$ cat src/rtl/dbd_pkg.sv
// Shared types and constants for the date difference block.
// Used by dbd_ctrl, dbd_dp and days_between_dates; depends on nothing.
package dbd_pkg;

    localparam int DayW   = 5;
    localparam int MonthW = 4;
    localparam int YearW  = 12;
    localparam int OrdW   = 21;
    localparam int StartW = 9;

    localparam logic [MonthW-1:0] MonthJan = 4'd1;
    localparam logic [MonthW-1:0] MonthFeb = 4'd2;
    localparam logic [MonthW-1:0] MonthDec = 4'd12;

    localparam logic [8:0] DaysPerYear = 9'd365;

    typedef enum logic [1:0] {
        S_IDLE,
        S_ORD_A,
        S_ORD_B,
        S_DIFF
    } t_state;

    typedef struct packed {
        logic load_in;
        logic calc_a;
        logic calc_b;
        logic load_out;
    } t_dp_cmd;

    // Days in all months before the given month (1..12) of a common year.
    function automatic logic [StartW-1:0] month_start(input logic [MonthW-1:0] month);
        logic [StartW-1:0] days;
        case (month)
            4'd1:    days = 9'd0;
            4'd2:    days = 9'd31;
            4'd3:    days = 9'd59;
            4'd4:    days = 9'd90;
            4'd5:    days = 9'd120;
            4'd6:    days = 9'd151;
            4'd7:    days = 9'd181;
            4'd8:    days = 9'd212;
            4'd9:    days = 9'd243;
            4'd10:   days = 9'd273;
            4'd11:   days = 9'd304;
            4'd12:   days = 9'd334;
            default: days = 9'd0;
        endcase
        return days;
    endfunction

endpackage

$ cat src/rtl/days_between_dates.sv
// Top level of the date difference block: controller plus datapath.
// Depends on dbd_pkg, dbd_ctrl and dbd_dp.
//
// Takes a word holding two calendar dates and returns one word with the day count
// from the first date to the second. Every year divisible by four, year 0 included,
// is a leap year; there is no century rule. Months below 1 count as January, above 12
// as December, years above MAX_YEAR as MAX_YEAR, and the day is counted at face value.
// When the second date precedes the first, the result is 0 with order_error set.
// Each date is turned into a day ordinal by one shared ordinal unit (one 12x9 multiply
// and a few adds), one date per cycle, and the two ordinals are then compared and
// subtracted. A word is held in S_IDLE, its ordinals are registered in S_ORD_A and
// S_ORD_B, and S_DIFF loads the result once the output is free; no new word enters before.
// The input side is free again as soon as a result is loaded into the output
// register, so a result waiting on i_ready does not stop the next word from entering.
module days_between_dates #(
    parameter int MAX_YEAR = 4095
) (
    input  logic                        i_clk,
    input  logic                        i_rst_n,
    input  logic                        i_valid,
    output logic                        o_ready,
    input  logic [dbd_pkg::DayW-1:0]    i_first_day,
    input  logic [dbd_pkg::MonthW-1:0]  i_first_month,
    input  logic [dbd_pkg::YearW-1:0]   i_first_year,
    input  logic [dbd_pkg::DayW-1:0]    i_second_day,
    input  logic [dbd_pkg::MonthW-1:0]  i_second_month,
    input  logic [dbd_pkg::YearW-1:0]   i_second_year,
    output logic                        o_valid,
    input  logic                        i_ready,
    output logic [dbd_pkg::OrdW-1:0]    o_day_difference,
    output logic                        o_order_error
);
    import dbd_pkg::*;

    t_dp_cmd cmd;

    // Sequence each word: hold inputs, ordinal of A, ordinal of B, difference.
    dbd_ctrl u_ctrl (
        .i_clk   (i_clk),
        .i_rst_n (i_rst_n),
        .i_valid (i_valid),
        .o_ready (o_ready),
        .o_valid (o_valid),
        .i_ready (i_ready),
        .o_cmd   (cmd)
    );

    dbd_dp #(
        .MAX_YEAR (MAX_YEAR)
    ) u_dp (
        .i_clk            (i_clk),
        .i_cmd            (cmd),
        .i_first_day      (i_first_day),
        .i_first_month    (i_first_month),
        .i_first_year     (i_first_year),
        .i_second_day     (i_second_day),
        .i_second_month   (i_second_month),
        .i_second_year    (i_second_year),
        .o_day_difference (o_day_difference),
        .o_order_error    (o_order_error)
    );

    // A flagged result always carries a zero count.
    a_err_zero: assert property (@(posedge i_clk) disable iff (!i_rst_n)
        (o_valid && o_order_error) |-> (o_day_difference == '0))
        else $error("order error with nonzero day count");

    // Once a word is taken, input ready drops until the word has been worked.
    a_busy: assert property (@(posedge i_clk) disable iff (!i_rst_n)
        (i_valid && o_ready) |=> !o_ready)
        else $error("input ready while a word is in work");

    // A taken result with nothing new behind it clears the output.
    a_drain: assert property (@(posedge i_clk) disable iff (!i_rst_n)
        (o_valid && i_ready && !cmd.load_out) |=> !o_valid)
        else $error("output valid held after the result was taken");

endmodule

$ cat src/rtl/dbd_ctrl.sv
// Controller for the date difference block: sequences one word through the datapath.
// Depends on dbd_pkg.
module dbd_ctrl (
    input  logic             i_clk,
    input  logic             i_rst_n,
    input  logic             i_valid,
    output logic             o_ready,
    output logic             o_valid,
    input  logic             i_ready,
    output dbd_pkg::t_dp_cmd o_cmd
);
    import dbd_pkg::*;

    t_state r_state, n_state;
    logic   r_out_valid, n_out_valid;
    logic   out_free;

    assign out_free = !r_out_valid || i_ready;

    always_comb begin
        n_state = r_state;
        case (r_state)
            S_IDLE:  if (i_valid) n_state = S_ORD_A;
            S_ORD_A: n_state = S_ORD_B;
            S_ORD_B: n_state = S_DIFF;
            S_DIFF:  if (out_free) n_state = S_IDLE;
            default: n_state = S_IDLE;
        endcase
    end

    always_comb begin
        o_cmd          = '0;
        o_ready        = 1'b0;
        case (r_state)
            S_IDLE: begin
                o_ready       = 1'b1;
                o_cmd.load_in = i_valid;
            end
            S_ORD_A: o_cmd.calc_a = 1'b1;
            S_ORD_B: o_cmd.calc_b = 1'b1;
            S_DIFF:  o_cmd.load_out = out_free;
            default: o_cmd = '0;
        endcase
    end

    always_comb begin
        n_out_valid = r_out_valid;
        if (o_cmd.load_out) begin
            n_out_valid = 1'b1;
        end else if (i_ready) begin
            n_out_valid = 1'b0;
        end
    end

    always_ff @(posedge i_clk) begin
        if (!i_rst_n) begin
            r_state     <= S_IDLE;
            r_out_valid <= 1'b0;
        end else begin
            r_state     <= n_state;
            r_out_valid <= n_out_valid;
        end
    end

    assign o_valid = r_out_valid;

endmodule

$ cat src/rtl/dbd_dp.sv
// Datapath for the date difference block: input hold, shared ordinal unit, result register.
// Depends on dbd_pkg.
module dbd_dp #(
    parameter int MAX_YEAR = 4095
) (
    input  logic                         i_clk,
    input  dbd_pkg::t_dp_cmd             i_cmd,
    input  logic [dbd_pkg::DayW-1:0]     i_first_day,
    input  logic [dbd_pkg::MonthW-1:0]   i_first_month,
    input  logic [dbd_pkg::YearW-1:0]    i_first_year,
    input  logic [dbd_pkg::DayW-1:0]     i_second_day,
    input  logic [dbd_pkg::MonthW-1:0]   i_second_month,
    input  logic [dbd_pkg::YearW-1:0]    i_second_year,
    output logic [dbd_pkg::OrdW-1:0]     o_day_difference,
    output logic                         o_order_error
);
    import dbd_pkg::*;

    localparam logic [16:0] MaxYearW = 17'(MAX_YEAR);

    logic [DayW-1:0]   r_day_a, r_day_b;
    logic [MonthW-1:0] r_month_a, r_month_b;
    logic [YearW-1:0]  r_year_a, r_year_b;
    logic [OrdW-1:0]   r_ord_a, r_ord_b;
    logic [OrdW-1:0]   r_day_difference;
    logic              r_order_error;

    logic [DayW-1:0]   sel_day;
    logic [MonthW-1:0] sel_month, month_c;
    logic [YearW-1:0]  sel_year, year_c;
    logic [YearW:0]    year_rnd;
    logic [OrdW-1:0]   ordinal;
    logic [OrdW-1:0]   diff;
    logic              reversed;

    // Shared ordinal unit: B date during calc_b, A date otherwise.
    always_comb begin
        sel_day   = i_cmd.calc_b ? r_day_b   : r_day_a;
        sel_month = i_cmd.calc_b ? r_month_b : r_month_a;
        sel_year  = i_cmd.calc_b ? r_year_b  : r_year_a;

        month_c = sel_month;
        if (sel_month < MonthJan) month_c = MonthJan;
        if (sel_month > MonthDec) month_c = MonthDec;

        year_c = sel_year;
        if (17'(sel_year) > MaxYearW) year_c = MaxYearW[YearW-1:0];

        year_rnd = {1'b0, year_c} + (YearW+1)'(3);
        ordinal  = OrdW'(year_c) * OrdW'(DaysPerYear)
                 + OrdW'(year_rnd >> 2)
                 + OrdW'(month_start(month_c))
                 + OrdW'(sel_day);
        if (year_c[1:0] == 2'b00 && month_c > MonthFeb) begin
            ordinal = ordinal + OrdW'(1);
        end
    end

    assign reversed = r_ord_b < r_ord_a;
    assign diff     = r_ord_b - r_ord_a;

    always_ff @(posedge i_clk) begin
        if (i_cmd.load_in) begin
            r_day_a   <= i_first_day;
            r_month_a <= i_first_month;
            r_year_a  <= i_first_year;
            r_day_b   <= i_second_day;
            r_month_b <= i_second_month;
            r_year_b  <= i_second_year;
        end
        if (i_cmd.calc_a) r_ord_a <= ordinal;
        if (i_cmd.calc_b) r_ord_b <= ordinal;
        if (i_cmd.load_out) begin
            r_day_difference <= reversed ? '0 : diff;
            r_order_error    <= reversed;
        end
    end

    assign o_day_difference = r_day_difference;
    assign o_order_error    = r_order_error;

endmodule
$ cat config.mk
export PLATFORM = sky130hd
export DESIGN_NAME = days_between_dates
export DESIGN_NICKNAME = d
export VERILOG_FILES = /design/src/rtl/dbd_pkg.sv /design/src/rtl/days_between_dates.sv /design/src/rtl/dbd_ctrl.sv /design/src/rtl/dbd_dp.sv
export SDC_FILE = /design/constraint.sdc
export NUM_CORES = 1
export LEC_CHECK = 0
export BUFFER_PORTS_ARGS = -buffer_cell sky130_fd_sc_hd__buf_2
export CORE_ASPECT_RATIO = 1.1
export CORE_UTILIZATION = 50
export DETAILED_ROUTE_END_ITERATION = 12
export PLACE_DENSITY = 0.69
export SYNTH_ARGS = -nofsm -noshare
export SYNTH_HDL_FRONTEND = slang
export SYNTH_SLANG_ARGS = --single-unit
$ cat constraint.sdc
create_clock -name i_clk -period 12.4 [get_ports i_clk]
set_input_delay 2.48 -clock i_clk [delete_from_list [all_inputs] [get_ports i_clk]]
set_output_delay 2.48 -clock i_clk [all_outputs]
set_load 0.05 [all_outputs]
==> results of run 1 <==
## synthesized netlist by cell type, types with 10 or more instances
master and number:
fa_1 58, inv_1 136, nand2_1 33, o21ai_0 24, nor2_1 53, nand2b_1 12
a21o_1 17, xor2_1 18, mux2i_1 15, mux2_2 10, nor3_1 11, a21oi_1 28
xnor2_1 41, edfxtp_1 106, nand3_1 11, ha_1 99
## final cells by class
type                       instances  area, µm²  share of cell area (%)
multi-input combinational        548       5080                    52.0
timing repair buffer              71        360                    3.69
clock buffer                       9        225                    2.30
clock inverter                     7       56.3                   0.576
tap                              234        293                    3.00
inverter                         137        514                    5.26
sequential                       109       3240                    33.2
## logic make-up after synthesis
logic type               count (synthesis)
AO/OA/AOI/OAI                          130
XOR/XNOR                                60
adder cells (fa/ha/maj)                157
buffers and inverters                  152
flip-flops                             109
multiplexers                            26
AND/OR/NAND/NOR                        175
## layer usage
| metal | up-vias | global-route usage, % | routed length [µm] |
|---|---|---|---|
| met4 | 0 | 6.25 | 219 |
| met5 | - | 0 | 0 |
| li1 | 2918 | - | - |
| met2 | 83 | 27.5 | 6590 |
| met1 | 2540 | 20.8 | 6670 |
| met3 | 14 | 2.41 | 293 |
## stage by stage
| stage | hold slack [ns] | area (µm²) | std cells | worst slack [ns] | utilization [%] |
|---|---|---|---|---|---|
| after floorplan | 0.500 | 8910 | 809 | 5.14 | - |
| after global placement | 0.521 | 9490 | 1099 | 4.68 | 55.2 |
| after detailed placement | 0.521 | 9490 | 1099 | 4.52 | 55.2 |
| after CTS | 0.531 | 9770 | 1115 | 4.49 | 56.8 |
| after global routing | 0.567 | 9770 | 1115 | 3.89 | 56.8 |
| final | 0.529 | 9770 | 1115 | 4.55 | 56.8 |
## worst max-delay path: stages, from the launching register on
cell      delay [ns]
dfxtp_1         0.34
inv_1           0.09
ha_2            0.51
buf_4           0.47
mux2i_1         0.69
nor2_1          0.18
a311oi_1        0.37
inv_1           0.12
ha_1            0.24
a21oi_1         0.13
o21ai_0         0.13
fa_1            0.49
ha_1            0.31
ha_1            0.27
inv_1           0.05
fa_1            0.52
inv_1           0.04
ha_1            0.23
fa_1            0.43
a21o_1          0.23
a22o_4          0.24
o41ai_2         0.25
xnor2_1         0.23
nor4b_2         0.38
and4_1          0.31
nor3b_2         0.21
xnor2_1         0.10
## state kept, by name, summed over array words and instances (netlist names)
register	count
u_dp.r_month_b	4
u_dp.r_ord_a	21
u_ctrl.r_state	2
u_dp.o_order_error	1
u_dp.r_year_b	12
u_ctrl.o_valid	1
u_dp.r_ord_b	21
u_dp.r_month_a	4
u_dp.r_day_a	5
u_dp.r_year_a	12
u_dp.o_day_difference	21
u_dp.r_day_b	5
## final timing paths
path / startpoint / endpoint / slack (ns) / cells after the start
worst max-delay path: u_ctrl.r_state[0] / u_dp.r_ord_a[20] / 4.55 / 26
worst min register to register: u_ctrl.r_state[0] / u_ctrl.r_state[0] / 0.53 / 2
worst min-delay path: u_ctrl.r_state[0] / u_ctrl.r_state[0] / 0.53 / 2
worst max register to register: u_ctrl.r_state[0] / u_dp.r_ord_a[20] / 4.55 / 26
==> results.toml, run 1 <==
[synth]
syn_nets = 1012
ys_top_cells_by_area = "edfxtp_1, ha_1, fa_1"
avgSynthCellArea_um2 = 11.0
yosys_most_used_dff = "edfxtp_1"
synth_top_family_by_area = "adder cells"
synthXorXnorAreaFrac_pct = 6.11
synthAdderAreaFrac_pct = 26.9
seq_area_frac_synth_pct = 36.4
syn_area_um2 = 8910
synthCells = 809
synthArstFlopShare_pct = 0
yosys.area_share.simple_pct = 10.5
synth_edf_count = 106
synth-compound-area-share_pct = 10.3
synth_cell_types = 73
ys_ff_latch = 109
muxShareOfSynthArea_pct = 3.12
ys_warn_count = 0
synth_top_area_share_pct = 35.7
synth_largest_area_cell = "edfxtp_1"

[global_route]
grt_max_degree = 43
track_usage_pct = 16.2
grt-ovfl-total = 0
antenna_found_initial = 0
grt_first_pass_wirelength_mm = 23.5
grt_pass1_vias = 5289

[routing]
wl_per_cell_um = 12.4
ant_nets = 0
drc_errors = 0
drt_iter0_drc = 135
vias = 5555
drtPass1Iterations = 4
wl_mm = 13.8
via_per_inst = 4.98

[placed_design]
dp.final_hpwl_mm = 11.3
place.port_buffers = 69
globalplace.congestion = 0.862

[clock_network]
cts.repair.resized = 0
post_cts_buffers = 0
clk_pin_slew_worst_paths_ns = 0.07
root_buffer = "clkbuf_16"
clk_path_buf_depth = 2
clk_latency_ns = 0.36
cts_made_buffers = 9
cts.sinks = 109
hold_buffers = 0
htreeDepth = 3
cts_tree = "yes"

[sta]
rsz0062_at_grt = "false"
max_slew.worst_pin.slew_ns = 1.02
hold_viol_final = 0
tns_ns = 0
fin_crit_sh_pct = 63.3
setup_viol = 0
fin_crit_ns = 7.85
maxSlewHeadroom_pct = 32.0
skew_ns = 0.00933
maxSlewViolCount = 0
fmax_mhz = 127

[run_status]
status = "completed"

[critical_path]
crit_arrival_ns = 7.96
cp-start-kind = "flop"
worstSetupPathType = "reg -> reg"
cp_max_fo = 31
endpoint_kind = "flop"
required_ns = 12.51

[die]
die_w_um = 129
io_pins = 70
rows = 50
die_h_um = 142
start_util_pct = 51.8
dieArea_um2 = 18400
core_area_um2 = 17200

[finish]
drive_gt1_share_pct = 14.4
nFillCells = 1480
synthToLayoutAreaGrowth_pct = 9.63
final_common_cell = "inv_1"
mostFrequentLayoutCells = "inv_1, edfxtp_1, ha_1"
antennaDiodeCount = 0
nets = 1079

[worst_hold_path]
hp-class = "reg -> reg"

[run]
drv_cap = 0
Power of run 1 is not shown: default switching activity piles up to over one toggle a cycle in this logic, so the estimate is an artifact.
==> inputs of run 2 (changes only) <==
--- a/config.mk
+++ b/config.mk
@@ -9,7 +9,7 @@
 export CORE_ASPECT_RATIO = 1.1
 export CORE_UTILIZATION = 50
 export DETAILED_ROUTE_END_ITERATION = 12
-export PLACE_DENSITY = 0.69
+export PLACE_DENSITY = 0.72
 export SYNTH_ARGS = -nofsm -noshare
 export SYNTH_HDL_FRONTEND = slang
 export SYNTH_SLANG_ARGS = --single-unit
==> constraint.sdc (replaced) <==
create_clock -name i_clk -period 6.95 [get_ports i_clk]
set_input_delay 1.39 -clock i_clk [delete_from_list [all_inputs] [get_ports i_clk]]
set_output_delay 1.39 -clock i_clk [all_outputs]
set_load 0.05 [all_outputs]
==> run 2 against run 1 <==
  * Die area stayed put
  * Final area up 1.5%
  * Non-clock buffer count up 11
  * Worst hold slack improved by 0.041 ns
  * Clock-buffer cell count did not move
  * Global-route usage rose by 0.57 points
  * Largest cell class unchanged
  * Core utilization increased by 0.88 points
  * Critical endpoint unchanged
  * Sequential share of layout area is 0.51 points lower
  * Routed wire length grew 4.3%
  * Clock skew fell by 0.0021 ns
  * Fmax rose by 19%
  * Flip-flop and latch count unchanged
==> results.toml, run 2 (synthesis results as in run 1) <==
[die]
start_util_pct = 51.8
io_pins = 70
die_h_um = 142
core_area_um2 = 17200
dieArea_um2 = 18400
die_w_um = 129
rows = 50

[sta]
fin_crit_ns = 6.58
setup_viol = 0
hold_viol_final = 0
fmax_mhz = 152
skew_ns = 0.00728
maxSlewViolCount = 0
fin_hold_ws_ns = 0.571
maxSlewHeadroom_pct = 31.1
fin_crit_sh_pct = 94.6
max_slew.worst_pin.slew_ns = 1.03

[run]
drv_cap = 0

[critical_path]
reg2reg_from = "u_ctrl.r_state[0]"
cpMostUsedCell = "inv_1"
r2r-end = "u_dp.r_ord_a[20]"
r2r_cells = 23
regToRegSetupSlack_ns = 0.37
worst_path_largest_cell_delay_ns = 0.54
crit_chain = "inv_1, ha_4, buf_4, mux2i_1, inv_1, ha_1, fa_1, inv_1, fa_1, inv_1, fa_1, inv_1, fa_1, inv_1, ha_1, buf_4, a22o_4, o41ai_2, xnor2_1, nor4b_4, and4_1, nor3b_2, xnor2_1"
worstSetupPathType = "reg -> reg"
required_ns = 7.05
cp-start-kind = "flop"
endpoint_kind = "flop"
cp_slowest_cell = "fa_1"
cp_max_fo = 11
crit_arrival_ns = 6.68

[run_status]
status = "completed"

[routing]
wl_per_cell_um = 12.8
drtPass1Iterations = 4
wl_mm = 14.4
drt_iter0_drc = 187
ant_nets = 0
drc_errors = 0
vias = 5700
via_per_inst = 5.06

[clock_network]
clk_latency_ns = 0.36
htreeDepth = 3
cts_tree = "yes"
cts_made_buffers = 9
root_buffer = "clkbuf_16"
clk_path_buf_depth = 2
cts.sinks = 109
hold_buffers = 0
clk_pin_slew_worst_paths_ns = 0.07

[finish]
final_common_cell = "inv_1"
mostFrequentLayoutCells = "inv_1, edfxtp_1, ha_1"
nets = 1090
post-route-util_pct = 57.7
nFillCells = 1451
antennaDiodeCount = 0
drive_gt1_share_pct = 15.6
fin_cells = 1126
synthToLayoutAreaGrowth_pct = 11.3

[worst_hold_path]
whs_endpoint = "u_ctrl.r_state[0]"
hp-class = "reg -> reg"
min_path_cells = 2
min_from = "u_ctrl.r_state[0]"

[global_route]
grt_pass1_vias = 5373
grt-ovfl-total = 0
grt_max_degree = 43
track_usage_pct = 16.8
grt_first_pass_wirelength_mm = 24.2
antenna_found_initial = 0

[placed_design]
place.port_buffers = 69
dp.final_hpwl_mm = 11.7
globalplace.congestion = 0.890
dp_cells = 1108
## run 2: worst max-delay path by stage
| stage | startpoint | to | slack (ns) | depth (start not counted) |
|---|---|---|---|---|
| global placement | u_ctrl.r_state[0] | u_dp.r_ord_a[20] | 0.35 | 24 |
| global route | u_ctrl.r_state[0] | u_dp.r_ord_a[20] | -0.01 | 23 |
| detailed placement | u_ctrl.r_state[0] | u_dp.r_ord_b[20] | 0.22 | 24 |
| CTS | u_ctrl.r_state[0] | u_dp.r_ord_a[20] | 0.19 | 24 |
| finish | u_ctrl.r_state[0] | u_dp.r_ord_a[20] | 0.37 | 23 |
| floorplan | u_ctrl.r_state[0] | u_dp.r_ord_a[20] | 0.09 | 27 |
## run 2: per-stage QoR
| stage | setup TNS, ns | worst slack (ns) | area, µm² |
|---|---|---|---|
| 6_report | 0 | 0.375 | 9920 |
| 5_1_grt | -0.0276 | -0.0138 | 9920 |
| 4_1_cts | 0 | 0.194 | 9890 |
| 3_5_place_dp | 0 | 0.220 | 9570 |
| 3_3_place_gp | 0 | 0.346 | 9570 |
| 2_1_floorplan | 0 | 0.0904 | 8930 |
## run 2: metal layers
metal  up-vias  part of all wire, %  track usage, %
met5         -                    0               0
met4         0                  2.0            5.57
met3        25                  3.1            2.82
met2       109                   49            28.2
met1      2621                   46            21.8
li1       2945                    -               -
## run 2: cell type report
cell class	instances	area [µm²]	share of cell area, %
Sequential cell	109	3240	32.7
Clock inverter	7	95.1	0.958
Tap cell	234	293	2.95
Timing Repair Buffer	82	443	4.46
Clock buffer	9	225	2.27
Inverter	137	514	5.18
Multi-Input combinational cell	548	5110	51.5
## run 2: worst max-delay path: cells and delay by family, from the launching register on
family	cells	cell delay [ns]
compound gates	2	0.50
xor+xnor	2	0.35
fa+ha+maj	7	3.01
buf+inv	8	0.90
flops	1	0.35
mux	1	0.39
simple gates	3	0.84
## run 2: what timing repair did
| item | CTS | global route |
|---|---|---|
| gates resized for setup | 0 | 3 |
| endpoints found under the setup margin | 0 | 14 |
| setup buffers | 0 | 2 |
Power of run 2 is left out for the same reason.
==> inputs of run 3 (changes only) <==
--- a/config.mk
+++ b/config.mk
@@ -12,4 +12,5 @@
 export PLACE_DENSITY = 0.72
 export SYNTH_ARGS = -nofsm -noshare
 export SYNTH_HDL_FRONTEND = slang
+export SYNTH_HIERARCHICAL = 1
 export SYNTH_SLANG_ARGS = --single-unit
==> run 3 against run 2 <==
  * Final area decreased by 2.3%
  * Core utilization decreased by 0.69 points
  * Final cell count decreased by 0.71%
  * Area after synthesis decreased by 2.6%
  * Clock skew about the same
  * Via count decreased by 1.1%
  * Critical path type unchanged
==> results.toml, run 3 <==
[finish]
fin_cells = 1118
antennaDiodeCount = 0
fin_area_um2 = 9700
mostFrequentLayoutCells = "inv_1, edfxtp_1, ha_1"
synthToLayoutAreaGrowth_pct = 11.7
final_common_cell = "inv_1"
nets = 1080
drive_gt1_share_pct = 14.8
nFillCells = 1504

[global_route]
grt_first_pass_wirelength_mm = 24.3
grt-ovfl-total = 0
grt_max_degree = 43
antenna_found_initial = 0
grt_pass1_vias = 5429
track_usage_pct = 17.1

[routing]
drtPass1Iterations = 5
wl_per_cell_um = 13.1
vias = 5637
drt_iter0_drc = 261
ant_nets = 0
wl_mm = 14.6
via_per_inst = 5.04
drc_errors = 0

[sta]
fin_crit_sh_pct = 93.6
fin_crit_ns = 6.51
max_slew.worst_pin.slew_ns = 1.05
fmax_mhz = 154
setup_viol = 0
maxSlewViolCount = 0
skew_ns = 0.00724
maxSlewHeadroom_pct = 29.7
hold_viol_final = 0

[critical_path]
crit_buf_inv = 5
crit_chain = "inv_1, ha_4, mux2_2, inv_1, o21ai_0, ha_1, o21a_1, fa_1, fa_1, inv_1, fa_1, inv_1, fa_1, inv_1, ha_1, nand2_1, o21a_1, o311ai_2, nand4_1, and2b_1, and3b_2, or3b_4, nor4_4, xor2_1"
cpMostUsedCell = "inv_1"
r2r-end = "u_dp/r_ord_a[19]"
cp-start-kind = "flop"
reg2reg_from = "u_ctrl/r_state[0]"
required_ns = 7.05
r2r_cells = 24
worst_path_largest_cell_delay_ns = 0.52
critical_path.top_delay_family = "adder cells"
crit_arrival_ns = 6.60
worstSetupPathType = "reg -> reg"
regToRegSetupSlack_ns = 0.44
endpoint_kind = "flop"
cp_slowest_cell = "fa_1"
cp_max_fo = 7

[synth]
avgSynthCellArea_um2 = 10.9
ys_ff_latch = 109
synthArstFlopShare_pct = 0
synth_edf_count = 106
syn_nets = 998
yosys-top-cells-count = "inv_1, edfxtp_1, ha_1, fa_1"
synth_largest_area_cell = "edfxtp_1"
synth_most_common_cell = "inv_1"
ys_top_cells_by_area = "edfxtp_1, ha_1, fa_1"
ys_warn_count = 6
synthCells = 797
syn_area_um2 = 8680
synth_top_area_share_pct = 36.7
yosys_most_used_dff = "edfxtp_1"
seq_area_frac_synth_pct = 37.3
synth_cell_types = 65

[placed_design]
dp_cells = 1098
place.port_buffers = 69
globalplace.congestion = 0.905
placed_area_um2 = 9360
dp.final_hpwl_mm = 11.6

[clock_network]
hold_buffers = 0
clk_latency_ns = 0.36
root_buffer = "clkbuf_16"
cts_tree = "yes"
cts.sinks = 109
clk_pin_slew_worst_paths_ns = 0.07
clk_path_buf_depth = 2
cts_made_buffers = 9
htreeDepth = 3

[die]
dieArea_um2 = 17900
rows = 50
die_h_um = 140
die_w_um = 128
start_util_pct = 51.0
io_pins = 70
core_area_um2 = 17000

[worst_hold_path]
whs_endpoint = "u_ctrl/r_state[1]"
hp-class = "reg -> reg"
min_path_cells = 2
min_from = "u_ctrl/r_state[1]"

[run]
drv_cap = 0

[run_status]
status = "completed"
==> run 3: cell count changes after synthesis, sizes merged, moves of 6 or more <==
cell,previous run,this run
a21o,17,11
o21ai,31,24
xnor2,42,33
nand2b,12,5
nor2,55,42
nor3,14,25
nand2,34,42
==> run 3: worst max path at each step <==
stage                       from  slack [ns]  cells past startpoint                to
3_3_place_gp   u_ctrl/r_state[0]        0.31                     23  u_dp/r_ord_a[19]
3_5_place_dp   u_ctrl/r_state[0]        0.17                     23  u_dp/r_ord_a[19]
6_report       u_ctrl/r_state[0]        0.44                     24  u_dp/r_ord_a[19]
4_1_cts        u_ctrl/r_state[0]        0.12                     24  u_dp/r_ord_a[19]
5_1_grt        u_ctrl/r_state[0]       -0.03                     22  u_dp/r_ord_a[19]
2_1_floorplan  u_ctrl/r_state[0]        0.12                     26  u_dp/r_ord_a[20]
==> run 3: metal layers <==
metal | global-route usage (%) | share of wire (%) | up-vias
met3 | 2.56 | 2.1 | 10
met2 | 29.6 | 50 | 94
met4 | 5.63 | 1.3 | 0
li1 | - | - | 2906
met5 | 0 | 0 | -
met1 | 21.9 | 46 | 2627
==> run 3: final cells by class <==
type                       count  area (µm²)  share of cell area [%]
clock buffer                  10         229                    2.36
multi-input combinational    534        4900                    50.5
tap                          234         293                    3.02
sequential                   109        3240                    33.4
clock inverter                 6        45.0                   0.465
inverter                     140         526                    5.42
timing repair buffer          85         465                    4.80
==> run 3: metrics by stage <==
step	hold WS, ns	setup WS (ns)	setup TNS, ns	util [%]
final	0.538	0.443	0	57.0
after global routing	0.570	-0.0273	-0.0513	57.0
after CTS	0.514	0.119	0	56.6
after detailed placement	0.504	0.172	0	55.0
after global placement	0.487	0.313	0	55.0
after floorplan	0.470	0.118	0	-
==> run 3: cells by family after synthesis <==
logic type / synth area share (%)
simple gates: 10.7
buf+inv: 6.79
xor+xnor: 5.14
flops: 37.3
compound gates: 9.19
mux: 3.53
fa+ha+maj: 27.3
==> run 3: timing repair <==
action | in CTS | in global routing
endpoints found under the hold margin | 0 | 0
gates resized for setup | 0 | 7
buffers inserted | 0 | 4
setup endpoints to repair | 0 | 12
==> run 3: worst min-delay path, delay by kind of cell (launching register included) <==
| family | cells | cell delay [ns] |
|---|---|---|
| mux | 1 | 0.06 |
| flops | 1 | 0.36 |
| simple gates | 1 | 0.07 |
Power of run 3 is left out for the same reason.
